File: config.mk
export PLATFORM = sky130hd
export DESIGN_NAME = motor_power_limit_current_solver
export DESIGN_NICKNAME = d
export VERILOG_FILES = /design/src/rtl/mpl_pkg.sv /design/src/rtl/motor_power_limit_current_solver.sv /design/src/rtl/mpl_alu.sv
export SDC_FILE = /design/constraint.sdc
export NUM_CORES = 2
export LEC_CHECK = 0
export BUFFER_PORTS_ARGS = -buffer_cell sky130_fd_sc_hd__buf_2
export CORE_MARGIN = 5
export CORE_UTILIZATION = 45
export CTS_CLUSTER_SIZE = 10
export DETAILED_ROUTE_END_ITERATION = 12
export PLACE_DENSITY = 0.65
export SETUP_SLACK_MARGIN = 0.3
export SYNTH_ARGS = -nofsm -noshare
export SYNTH_HDL_FRONTEND = slang
export SYNTH_HIERARCHICAL = 1
export SYNTH_SLANG_ARGS = --single-unit
File: constraint.sdc
create_clock -name aclk -period 14.6 [get_ports aclk]
set_input_delay 0.73 -clock aclk [delete_from_list [all_inputs] [get_ports aclk]]
set_output_delay 0.73 -clock aclk [all_outputs]
set_load 0.02 [all_outputs]
File: src/rtl/mpl_pkg.sv
// Shared types, constants and saturating helpers for the motor power limit current solver.
package mpl_pkg;

    localparam int FRAC_BITS_DEF = 16;
    localparam int CFG_IDX_W     = 8;

    localparam logic [CFG_IDX_W-1:0] CFG_COEF_CURRENT_SPEED   = CFG_IDX_W'(0);
    localparam logic [CFG_IDX_W-1:0] CFG_COEF_SPEED_SQUARED   = CFG_IDX_W'(1);
    localparam logic [CFG_IDX_W-1:0] CFG_COEF_CURRENT_SQUARED = CFG_IDX_W'(2);
    localparam logic [CFG_IDX_W-1:0] CFG_POWER_OFFSET         = CFG_IDX_W'(3);

    // Q1.15 unity of the power factor
    localparam logic [15:0] FACTOR_ONE = 16'h8000;

    localparam logic signed [63:0] WMAX   = 64'sh3FFF_FFFF_FFFF_FFFF;
    localparam logic signed [64:0] WMAX_W = 65'sh0_3FFF_FFFF_FFFF_FFFF;
    localparam logic signed [63:0] S32MAX = 64'sh0000_0000_7FFF_FFFF;
    localparam logic signed [63:0] S32MIN = -64'sh0000_0000_8000_0000;

    typedef enum logic [1:0] {
        OP_MUL,
        OP_MUL_Q15,
        OP_DIV,
        OP_SQRT
    } op_t;

    typedef struct packed {
        logic start;
        op_t  op;
    } alu_req_t;

    typedef enum logic [1:0] {
        LIM_HELD,
        LIM_ZEROED,
        LIM_ROOT,
        LIM_K2_ZERO
    } lim_status_t;

    typedef enum logic [4:0] {
        S_IDLE,
        S_T0A,
        S_T0B,
        S_T1A,
        S_T1B,
        S_T2A,
        S_T2B,
        S_SUM1,
        S_SUM2,
        S_B,
        S_FP,
        S_BB,
        S_KC,
        S_DEC,
        S_SQRT,
        S_R1,
        S_R2,
        S_PICK,
        S_OUT
    } state_t;

    function automatic logic [63:0] mag(input logic signed [63:0] a);
        return a[63] ? 64'(-a) : 64'(a);
    endfunction

    function automatic logic signed [63:0] sadd(input logic signed [63:0] a,
                                                input logic signed [63:0] b);
        logic signed [64:0] s;
        s = {a[63], a} + {b[63], b};
        if (s > WMAX_W) return WMAX;
        if (s < -WMAX_W) return -WMAX;
        return s[63:0];
    endfunction

    function automatic logic signed [31:0] sat32(input logic signed [63:0] a);
        if (a > S32MAX) return 32'sh7FFF_FFFF;
        if (a < S32MIN) return -32'sh8000_0000;
        return a[31:0];
    endfunction

endpackage

File: src/rtl/motor_power_limit_current_solver.sv
// Top level: power model estimate and quadratic current limit solver.
//
//  channel | ports                                   | direction
//  s_      | s_valid/s_ready, current, speed, factor | in
//  m_      | m_valid/m_ready, limit, power, status   | out
//  cfg_    | cfg_valid/cfg_ready, cfg_index, data    | in, always ready
//
// One word at a time: s_ready is high only in idle. Every multiply, divide and
// square root runs on one bit-serial unit; an item ends after the power model
// when no limit applies, after the discriminant test when that test decides, and
// after both roots when they are solved. The result register frees the solver
// while the word waits on m_ready. Reset is synchronous and clears the held
// target and the coefficients.
module motor_power_limit_current_solver import mpl_pkg::*; #(
    parameter int FRAC_BITS = FRAC_BITS_DEF
) (
    input  logic                 aclk,
    input  logic                 aresetn,
    input  logic                 s_valid,
    output logic                 s_ready,
    input  logic signed [15:0]   s_motor_current,
    input  logic signed [31:0]   s_shaft_speed,
    input  logic [15:0]          s_power_factor,
    output logic                 m_valid,
    input  logic                 m_ready,
    output logic signed [31:0]   m_current_limit,
    output logic signed [31:0]   m_model_power,
    output logic [1:0]           m_limit_status,
    input  logic                 cfg_valid,
    output logic                 cfg_ready,
    input  logic [CFG_IDX_W-1:0] cfg_index,
    input  logic [31:0]          cfg_data
);

    state_t state_reg, state_next;
    logic   issued_reg;
    logic   m_valid_reg;

    logic signed [31:0] k0_reg, k1_reg, k2_reg, off_reg;
    logic signed [31:0] held_reg;
    lim_status_t        status_reg;

    logic signed [63:0] cur_reg, w_reg;
    logic [15:0]        fac_reg;
    logic signed [63:0] tmp_reg, t0_reg, t1_reg, t2_reg, pw_reg;
    logic signed [63:0] b_reg, c_reg, delta_reg, r1_reg;

    logic signed [31:0] out_target_reg, out_power_reg;
    lim_status_t        out_status_reg;

    alu_req_t           alu_req;
    logic signed [63:0] alu_a, alu_b;
    logic               alu_done;
    logic signed [63:0] alu_res;

    logic signed [63:0] k0_w, k1_w, k2_w, off_w, pw_sum;
    logic               op_state, out_load, limit_on;
    logic               r1_pos, r1_neg, r2_pos, r2_neg, held_pos, held_neg, same_sign;
    logic signed [63:0] pick;

    assign k0_w  = 64'(k0_reg);
    assign k1_w  = 64'(k1_reg);
    assign k2_w  = 64'(k2_reg);
    assign off_w = 64'(off_reg);

    assign pw_sum   = sadd(pw_reg, t2_reg);
    assign limit_on = !pw_sum[63] && (pw_sum != '0) && (fac_reg < FACTOR_ONE);
    assign out_load = (state_reg == S_OUT) && (!m_valid_reg || m_ready);

    mpl_alu #(.FRAC_BITS(FRAC_BITS)) u_alu (
        .aclk    (aclk),
        .aresetn (aresetn),
        .req     (alu_req),
        .a       (alu_a),
        .b       (alu_b),
        .done    (alu_done),
        .result  (alu_res)
    );

    // root choice
    always_comb begin
        r1_pos    = !r1_reg[63] && (r1_reg != '0);
        r1_neg    = r1_reg[63];
        r2_pos    = !tmp_reg[63] && (tmp_reg != '0);
        r2_neg    = tmp_reg[63];
        held_pos  = !held_reg[31] && (held_reg != '0);
        held_neg  = held_reg[31];
        same_sign = (held_pos && r1_pos) || (held_neg && r1_neg);
        if ((r1_pos && r2_neg) || (r1_neg && r2_pos)) begin
            pick = same_sign ? r1_reg : tmp_reg;
        end else begin
            pick = (mag(r1_reg) < mag(tmp_reg)) ? r1_reg : tmp_reg;
        end
    end

    always_comb begin
        state_next = state_reg;
        unique case (state_reg)
            S_IDLE: if (s_valid) state_next = S_T0A;
            S_T0A:  if (alu_done) state_next = S_T0B;
            S_T0B:  if (alu_done) state_next = S_T1A;
            S_T1A:  if (alu_done) state_next = S_T1B;
            S_T1B:  if (alu_done) state_next = S_T2A;
            S_T2A:  if (alu_done) state_next = S_T2B;
            S_T2B:  if (alu_done) state_next = S_SUM1;
            S_SUM1: state_next = S_SUM2;
            S_SUM2: state_next = limit_on ? S_B : S_OUT;
            S_B:    if (alu_done) state_next = S_FP;
            S_FP:   if (alu_done) state_next = S_BB;
            S_BB:   if (alu_done) state_next = S_KC;
            S_KC:   if (alu_done) state_next = S_DEC;
            S_DEC: begin
                if (delta_reg[63] || k2_reg == '0) state_next = S_OUT;
                else                                 state_next = S_SQRT;
            end
            S_SQRT: if (alu_done) state_next = S_R1;
            S_R1:   if (alu_done) state_next = S_R2;
            S_R2:   if (alu_done) state_next = S_PICK;
            S_PICK: state_next = S_OUT;
            S_OUT:  if (out_load) state_next = S_IDLE;
            default: state_next = S_IDLE;
        endcase
    end

    always_comb begin
        op_state = 1'b1;
        alu_req.op = OP_MUL;
        alu_a = '0;
        alu_b = '0;
        unique case (state_reg)
            S_T0A:  begin alu_a = k0_w;    alu_b = cur_reg; end
            S_T0B:  begin alu_a = tmp_reg; alu_b = w_reg;   end
            S_T1A:  begin alu_a = k1_w;    alu_b = w_reg;   end
            S_T1B:  begin alu_a = tmp_reg; alu_b = w_reg;   end
            S_T2A:  begin alu_a = k2_w;    alu_b = cur_reg; end
            S_T2B:  begin alu_a = tmp_reg; alu_b = cur_reg; end
            S_B:    begin alu_a = k0_w;    alu_b = w_reg;   end
            S_FP: begin
                alu_req.op = OP_MUL_Q15;
                alu_a = 64'(fac_reg);
                alu_b = pw_reg;
            end
            S_BB:   begin alu_a = b_reg;    alu_b = b_reg; end
            S_KC:   begin alu_a = k2_w <<< 2; alu_b = c_reg; end
            S_SQRT: begin alu_req.op = OP_SQRT; alu_a = delta_reg; end
            S_R1: begin
                alu_req.op = OP_DIV;
                alu_a = sadd(-b_reg, tmp_reg);
                alu_b = k2_w <<< 1;
            end
            S_R2: begin
                alu_req.op = OP_DIV;
                alu_a = sadd(-b_reg, -tmp_reg);
                alu_b = k2_w <<< 1;
            end
            default: op_state = 1'b0;
        endcase
        alu_req.start = op_state && !issued_reg;
    end

    always_ff @(posedge aclk) begin
        if (!aresetn) begin
            state_reg   <= S_IDLE;
            issued_reg  <= 1'b0;
            m_valid_reg <= 1'b0;
            k0_reg      <= '0;
            k1_reg      <= '0;
            k2_reg      <= '0;
            off_reg     <= '0;
            held_reg    <= '0;
            status_reg  <= LIM_HELD;
        end else begin
            state_reg <= state_next;
            if (alu_req.start)  issued_reg <= 1'b1;
            else if (alu_done)  issued_reg <= 1'b0;

            if (cfg_valid) begin
                unique case (cfg_index)
                    CFG_COEF_CURRENT_SPEED:   k0_reg  <= cfg_data;
                    CFG_COEF_SPEED_SQUARED:   k1_reg  <= cfg_data;
                    CFG_COEF_CURRENT_SQUARED: k2_reg  <= cfg_data;
                    CFG_POWER_OFFSET:         off_reg <= cfg_data;
                    default: ;
                endcase
            end

            if (out_load)     m_valid_reg <= 1'b1;
            else if (m_ready) m_valid_reg <= 1'b0;

            case (state_reg)
                S_IDLE: begin
                    status_reg <= LIM_HELD;
                    if (s_valid) begin
                        cur_reg <= 64'(s_motor_current) <<< FRAC_BITS;
                        w_reg   <= 64'(s_shaft_speed);
                        fac_reg <= s_power_factor;
                    end
                end
                S_T0A, S_T1A, S_T2A, S_BB, S_SQRT, S_R2:
                    if (alu_done) tmp_reg <= alu_res;
                S_T0B: if (alu_done) t0_reg <= alu_res;
                S_T1B: if (alu_done) t1_reg <= alu_res;
                S_T2B: if (alu_done) t2_reg <= alu_res;
                S_SUM1: begin
                    pw_reg <= sadd(t0_reg, t1_reg);
                    t2_reg <= sadd(t2_reg, off_w);
                    t1_reg <= sadd(off_w, t1_reg);
                end
                S_SUM2: pw_reg <= pw_sum;
                S_B:    if (alu_done) b_reg <= alu_res;
                S_FP:   if (alu_done) c_reg <= sadd(t1_reg, -alu_res);
                S_KC:   if (alu_done) delta_reg <= sadd(tmp_reg, -alu_res);
                S_DEC: begin
                    if (delta_reg[63]) begin
                        held_reg   <= '0;
                        status_reg <= LIM_ZEROED;
                    end else if (k2_reg == '0) begin
                        status_reg <= LIM_K2_ZERO;
                    end
                end
                S_R1:   if (alu_done) r1_reg <= alu_res;
                S_PICK: begin
                    held_reg   <= sat32(pick);
                    status_reg <= LIM_ROOT;
                end
                default: ;
            endcase
        end
    end

    always_ff @(posedge aclk) begin
        if (out_load) begin
            out_target_reg <= held_reg;
            out_power_reg  <= sat32(pw_reg);
            out_status_reg <= status_reg;
        end
    end

    assign s_ready         = (state_reg == S_IDLE);
    assign cfg_ready       = 1'b1;
    assign m_valid         = m_valid_reg;
    assign m_current_limit = out_target_reg;
    assign m_model_power   = out_power_reg;
    assign m_limit_status  = out_status_reg;

endmodule

File: src/rtl/mpl_alu.sv
// Shared bit-serial unit: scaled multiply, fixed point divide and square root.
module mpl_alu import mpl_pkg::*; #(
    parameter int FRAC_BITS = FRAC_BITS_DEF
) (
    input  logic                aclk,
    input  logic                aresetn,
    input  alu_req_t            req,
    input  logic signed [63:0]  a,
    input  logic signed [63:0]  b,
    output logic                done,
    output logic signed [63:0]  result
);

    logic               busy_reg;
    logic               fin_reg;
    logic               done_reg;
    op_t                op_reg;
    logic [6:0]         cnt_reg;
    logic               neg_reg;
    logic [65:0]        acc_reg;
    logic [127:0]       sr_reg;
    logic [63:0]        mc_reg;
    logic signed [63:0] res_reg;

    logic [63:0]  a_mag, b_mag;
    logic [127:0] a_scaled;
    logic [64:0]  mul_sum;
    logic [64:0]  div_rem;
    logic         div_ge;
    logic [65:0]  sq_rem, sq_trial;
    logic         sq_ge;
    logic         last;
    logic [127:0] prod, mag_q;
    logic [63:0]  mag_sat;

    assign a_mag    = mag(a);
    assign b_mag    = mag(b);
    assign a_scaled = {64'd0, a_mag} << FRAC_BITS;

    assign mul_sum  = {1'b0, acc_reg[63:0]} + (sr_reg[0] ? {1'b0, mc_reg} : 65'd0);
    assign div_rem  = {acc_reg[63:0], sr_reg[127]};
    assign div_ge   = div_rem >= {1'b0, mc_reg};
    assign sq_rem   = {acc_reg[63:0], sr_reg[127:126]};
    assign sq_trial = {mc_reg, 2'b01};
    assign sq_ge    = sq_rem >= sq_trial;
    assign last     = cnt_reg == ((op_reg == OP_DIV) ? 7'd127 : 7'd63);

    always_comb begin
        prod = {acc_reg[63:0], sr_reg[63:0]};
        unique case (op_reg)
            OP_MUL:     mag_q = prod >> FRAC_BITS;
            OP_MUL_Q15: mag_q = prod >> 15;
            OP_DIV:     mag_q = sr_reg;
            OP_SQRT:    mag_q = {64'd0, mc_reg};
            default:    mag_q = '0;
        endcase
        mag_sat = (mag_q[127:62] != '0) ? 64'(WMAX) : mag_q[63:0];
    end

    always_ff @(posedge aclk) begin
        if (!aresetn) begin
            busy_reg <= 1'b0;
            fin_reg  <= 1'b0;
            done_reg <= 1'b0;
        end else begin
            done_reg <= 1'b0;
            if (req.start && !busy_reg) begin
                busy_reg <= 1'b1;
                op_reg   <= req.op;
                cnt_reg  <= '0;
                acc_reg  <= '0;
                unique case (req.op)
                    OP_MUL, OP_MUL_Q15: begin
                        sr_reg  <= {64'd0, b_mag};
                        mc_reg  <= a_mag;
                        neg_reg <= a[63] ^ b[63];
                    end
                    OP_DIV: begin
                        sr_reg  <= a_scaled;
                        mc_reg  <= b_mag;
                        neg_reg <= a[63] ^ b[63];
                    end
                    default: begin
                        sr_reg  <= a_scaled;
                        mc_reg  <= '0;
                        neg_reg <= 1'b0;
                    end
                endcase
            end else if (busy_reg && !fin_reg) begin
                cnt_reg <= cnt_reg + 7'd1;
                if (last) fin_reg <= 1'b1;
                unique case (op_reg)
                    OP_MUL, OP_MUL_Q15: begin
                        acc_reg        <= {2'b00, mul_sum[64:1]};
                        sr_reg[63:0]   <= {mul_sum[0], sr_reg[63:1]};
                    end
                    OP_DIV: begin
                        acc_reg <= div_ge ? {1'b0, div_rem - {1'b0, mc_reg}} : {1'b0, div_rem};
                        sr_reg  <= {sr_reg[126:0], div_ge};
                    end
                    default: begin
                        acc_reg <= sq_ge ? sq_rem - sq_trial : sq_rem;
                        mc_reg  <= {mc_reg[62:0], sq_ge};
                        sr_reg  <= {sr_reg[125:0], 2'b00};
                    end
                endcase
            end else if (fin_reg) begin
                res_reg  <= neg_reg ? -$signed(mag_sat) : $signed(mag_sat);
                done_reg <= 1'b1;
                busy_reg <= 1'b0;
                fin_reg  <= 1'b0;
            end
        end
    end

    assign done   = done_reg;
    assign result = res_reg;

endmodule
# == After elaboration in Yosys (flattened, before gate mapping) ==
# Index checks and enable logic that the tools add are counted.
# word_totals
register_bits,1208
in_bits,109
out_inout_bits,69
word_cells,381
# classes
add_sub_neg,19
order_cmp,24
eq_ne,48
mux,171
bitwise,4
n_reduce_logical,80
# op_table
cell,count
$mux 64,49
$pmux 64 s2,7
$pmux 64 s10,1
$gt 65x63->1 const B,8
$lt 65x63->1 const B,8
$pmux 128 s4,1
$add 64x64->65,7
$neg 64->64,7
$pmux 64 s6,1
$mux 32,9
$mux 128,2
$reduce_bool 64->1,3
$gt 64x32->1 const B,2
$lt 64x32->1 const B,2
$sub 64x64->64,2
$pmux 5 s19,1
$mux 5,17
$mux 80,1
$mux 1,75
$ge 66x66->1,1
$reduce_bool 66->1,1
$add 32x64->65,1
$add 64x32->65,1
$ge 65x64->1,1
41 further kinds,138

# == Longest topological paths before layout ==
# logic_depth
ltp_word,16
mapped_depth,43
ltp_nobuf,38

# == By module ==
# The synthesis kept the hierarchy.
# modules_own_cells
mod,instances,cells_each,area_each_um2
motor_power_limit_current_solver,1,9419,77850.9
mpl_alu,1,4358,34978.5

# == Worst setup path after synthesis ==
# No wires, ideal clock.
# synth_timing
path_type,reg-to-reg
from,register tmp_reg[2]
to,"register u_alu.mc_reg[52], data pin"
setup_ns,0.267
arrival_ns,10.311
setup_slack_ns,4.022
path_stages_with_launch,43
n_path_buf,5
synth_period_minus_slack_ns,10.578
path_cell_list,edfxtp_1 -> clkbuf_1 -> or4_1 -> or4_1 -> clkbuf_1 -> or3_1 -> or2_2 -> clkbuf_1 -> nor3_1 -> nand3b_1 -> or4_1 -> or2_1 -> nor4_1 -> nand2_1 -> or3_1 -> xor2_1 -> ha_1 -> nand4_1 -> [... 7 more ...] -> clkbuf_1 -> nand2_1 -> nand2_1 -> clkbuf_1 -> o21ai_0 -> a211o_1 -> or4_1 -> nor3_1 -> nand3_1 -> nand3b_1 -> or3_1 -> or3_1 -> nand2b_1 -> o21ai_0 -> xor2_1 -> nor2_1 -> a211oi_1 -> a21oi_1
# synth_between
elab_chain_cells,13
word_cells_on_any_way,28
cone_classes,add/sub: 4; order compare: 4; mux: 20
# synth_rtl
element,line,text
from (decl),motor_power_limit_current_solver.sv:45,"logic signed [63:0] tmp_reg, t0_reg, t1_reg, t2_reg, pw_reg;"
from (signal assigned),motor_power_limit_current_solver.sv:200,if (alu_done) tmp_reg <= alu_res;
$neg 64->64,motor_power_limit_current_solver.sv:153,"alu_a = sadd(-b_reg, -tmp_reg);"
$add 64x64->65,mpl_pkg.sv:68,"s = {a[63], a} + {b[63], b};"
$lt 65x63->1,mpl_pkg.sv:70,if (s < -WMAX_W) return -WMAX;
$mux 1 (2 in a row),mpl_pkg.sv:70,
$mux 1,motor_power_limit_current_solver.sv:130,unique case (state_reg)
$mux 64,mpl_pkg.sv:71,return s[63:0];
$mux 64,mpl_pkg.sv:70,
$pmux 64 s10 *,motor_power_limit_current_solver.sv:130,
named net alu_a[6],motor_power_limit_current_solver.sv:52,"logic signed [63:0] alu_a, alu_b;"
$neg 64->64 *,mpl_pkg.sv:62,return a[63] ? 64'(-a) : 64'(a);
$mux 64 *,mpl_pkg.sv:62,
$pmux 64 s2 *,mpl_alu.sv:72,unique case (req.op)
$mux 64 *,mpl_alu.sv:67,if (req.start && !busy_reg) begin
to (signal assigned),mpl_alu.sv:75,mc_reg <= a_mag;
to (signal assigned),mpl_alu.sv:80,mc_reg <= b_mag;
to (signal assigned),mpl_alu.sv:103,"mc_reg <= {mc_reg[62:0], sq_ge};"
to (decl),mpl_alu.sv:22,logic [63:0] mc_reg;
# The timed path passes the listed nets; every way through them passes the cells marked *. The select of a mux whose other input is x is not followed.
# A chain may end at the register's enable or synchronous reset.

# == Worst setup path after layout ==
# layout_timing
from,register tmp_reg[1]
to,"register u_alu.mc_reg[51], data pin"
# Same word-level chain as after synthesis.

==> metrics.cfg <==
[layout]
multi_input_area_mm2=0.0743
final-seq-area_mm2=0.0346
largest_register_ffs=128
nNetsFinal=14400
synthToLayoutAreaGrowth_pct=7.91
fillerInstances=24900
drive_gt1_share_pct=6.30
fin_util_pct=48.9
stdcell_area_mm2=0.122

[floorplanning]
die_w_um=511
die_y_um=511
pin_count=178
start_util_pct=45.3
die_area_mm2=0.261
core_region_area_mm2=0.249
rows=183

[job]
drv_cap=1

[global_routing]
antenna_found_initial=40
grt_max_degree=112
grt_usage_pct=40.5
grtUsageMet1_pct=50.1
busiest_layer=met2
grt_pass1_wl_mm=781
grt_pass1_vias=108000
gr-usage-met3_pct=11.0
overflow=0
grtUsageMet2_pct=61.8

[critical_path]
required_ns=15.15
worstPathArrival_ns=13.66
critPathKind=reg2reg
r2r_cells=36
worst_setup_path_start_kind=register
ff2ff_setup_slack_ns=1.49
cp-end-kind=register
path_common_cell=or3_1
critPathSlowestCell=nor4bb_1
max_stage_delay_ns=0.61
path_max_fanout=29
r2r_end=u_alu/mc_reg[51]$_DFFE_PP_
reg2reg_from=tmp_reg[1]$_DFFE_PP_
worst-path-buf-inv=3
critical_path.top_delay_family=simple AND/OR/NAND/NOR gates

[sta]
relSlewSlack_pct=2.30
tightest_slew_ns=1.43
rsz0062_at_grt=no
maxSlewViolCount=0
skew_ns=0.0675
tns_ns=0
fmax_mhz=76.3
fin_crit_ns=13.11
finalHoldViolCount=0
period_share_pct=89.8
setup-violations-final=0

[pwr]
power_density_mw_per_mm2=171
cellLeakagePower_uw=0.0458
irDropWorstVdd_uv=158

[min_path]
hp-class=in2reg
hold_depth=1
holdPathEnd=fac_reg[10]$_DFFE_PP_
hp-start=s_power_factor[10]

[placed_design]
gp_congestion=1.09
hpwl_mm=453
port_buffers=176
placed_area_mm2=0.117

[synthesis]
synth_top_cell_area_share_pct=27.6
synth_cells=13800
yosysSeqAreaShare_pct=30.6
synth_cell_types=109
synth-warning-count=6
synth_enable_flop_cells=1036
ys_top_cells_by_count=nand2_1 (1,724), a21oi_1 (1,422), nor2_1 (1,057), edfxtp_1 (1,036), o21ai_0 (986)
synthArstFlopShare_pct=0
postSynthAreaPerCell_um2=8.19
syn_nets=14700
ys_seq_elements=1208
synth_top_area_cell=edfxtp_1
syn-cell-area_mm2=0.113
yosysMostFrequentCell=nand2_1
synth_ff_type=edfxtp_1
synthTopCellsByArea=edfxtp_1 (28%), ha_1 (8.6%), a21oi_1 (6.3%)

[clocking]
cts_sinks=1208
cts_tree=built
cts-root-buf=clkbuf_16
clk_pin_slew_ns=0.06
htree_levels=4
clk_latency_ns=0.89
cts_buffer_depth=3
cts_buffers=154

[drt]
wl_per_cell_um=32.9
vias=117000
wirelength_mm=560
drt_first_pass_iters=13
viasPerCell=6.87
drtIter0Drc=17400
drc=0
ant_nets=0

[outcome]
status=finished, violations left
violations=capacitance limit

-- worst max-delay path by stage --
stage	slack (ns)	from	cells past startpoint	to
final	1.49	tmp_reg[1]$_DFFE_PP_	36	u_alu/mc_reg[51]$_DFFE_PP_
after global routing	0.93	tmp_reg[1]$_DFFE_PP_	37	u_alu/mc_reg[51]$_DFFE_PP_
after CTS	1.73	tmp_reg[1]$_DFFE_PP_	36	u_alu/mc_reg[51]$_DFFE_PP_
after detailed placement	1.84	tmp_reg[1]$_DFFE_PP_	36	u_alu/mc_reg[51]$_DFFE_PP_
after global placement	1.93	tmp_reg[1]$_DFFE_PP_	36	u_alu/mc_reg[51]$_DFFE_PP_
after floorplan	4.02	tmp_reg[2]$_DFFE_PP_	42	u_alu/mc_reg[52]$_DFFE_PP_
-- final cells by class --
cell class,count,area share [%]
Multi-Input combinational cell,11400,61.0
Inverter,304,0.941
Clock buffer,222,3.49
Tap cell,3330,3.42
Antenna cell,24,0.0493
Clock inverter,50,0.422
Sequential cell,1208,28.4
Timing Repair Buffer,414,2.25
-- layout by cell type, fill, tap and decap left out, drive strengths merged, types with 104 or more instances in the layout --
cell    count
nand2    1724
a21oi    1422
nor2     1059
edfxtp   1036
o21ai    1002
ha        777
xnor2     561
xor2      459
buf       393
a21o      357
nand4     313
inv       307
nor3      300
nand3     284
clkbuf    222
mux2i     194
o211ai    191
dfxtp     172
nor4      169
or3       164
and2      144
o21bai    134
o21a      130
a211oi    127
o22ai     124
nand2b    124
o31ai     119
and3      117
a31oi     113
a222oi    109
nor2b     108
a22oi     104
-- per-stage QoR --
step	std cells	hold slack [ns]	total power, uW	setup WS [ns]
finish	17000	0.0429	20800	1.49
CTS	17000	0.00147	20300	1.73
floorplan	13800	0.408	12400	4.02
detailed placement	16700	0.445	16500	1.84
global placement	16700	0.441	16500	1.93
global route	17000	0.0314	21500	0.932
-- logic make-up (layout without fill, tap and decap cells) --
logic type | after synthesis | after routing | share of synthesized area [%]
xor gates and xnor gates | 1020 | 1020 | 7.92
and+or+nand+nor | 4866 | 4866 | 20.8
buffers and inverters | 1124 | 990 | 3.84
muxes | 233 | 233 | 2.37
other | 1 | 25 | 0.00332
AOI/OAI and AO/OA | 4538 | 4538 | 25.6
DFF | 1208 | 1208 | 30.6
adders and majority gates | 787 | 787 | 8.79
-- where the power goes --
| part | switching (uW) | internal, uW | total [uW] |
|---|---|---|---|
| Clock | 1670 | 2070 | 3740 |
| Combinational | 8100 | 3690 | 11800 |
| Sequential | 728 | 4540 | 5270 |
-- per-layer routing --
layer / wire length, um / share of wire, % / vias up
li1: - / - / 51400
met2: 239000 / 43 / 7110
met5: 256 / 0.046 / -
met3: 65000 / 12 / 1590
met4: 46700 / 8.3 / 16
met1: 208000 / 37 / 56600
-- what timing repair did --
item | CTS | global route
buffers inserted | 0 | 0
gates resized for setup | 0 | 0
endpoints found under the hold margin | 21 | 0
hold buffers | 21 | 0
(Power assumes the default switching activity.)
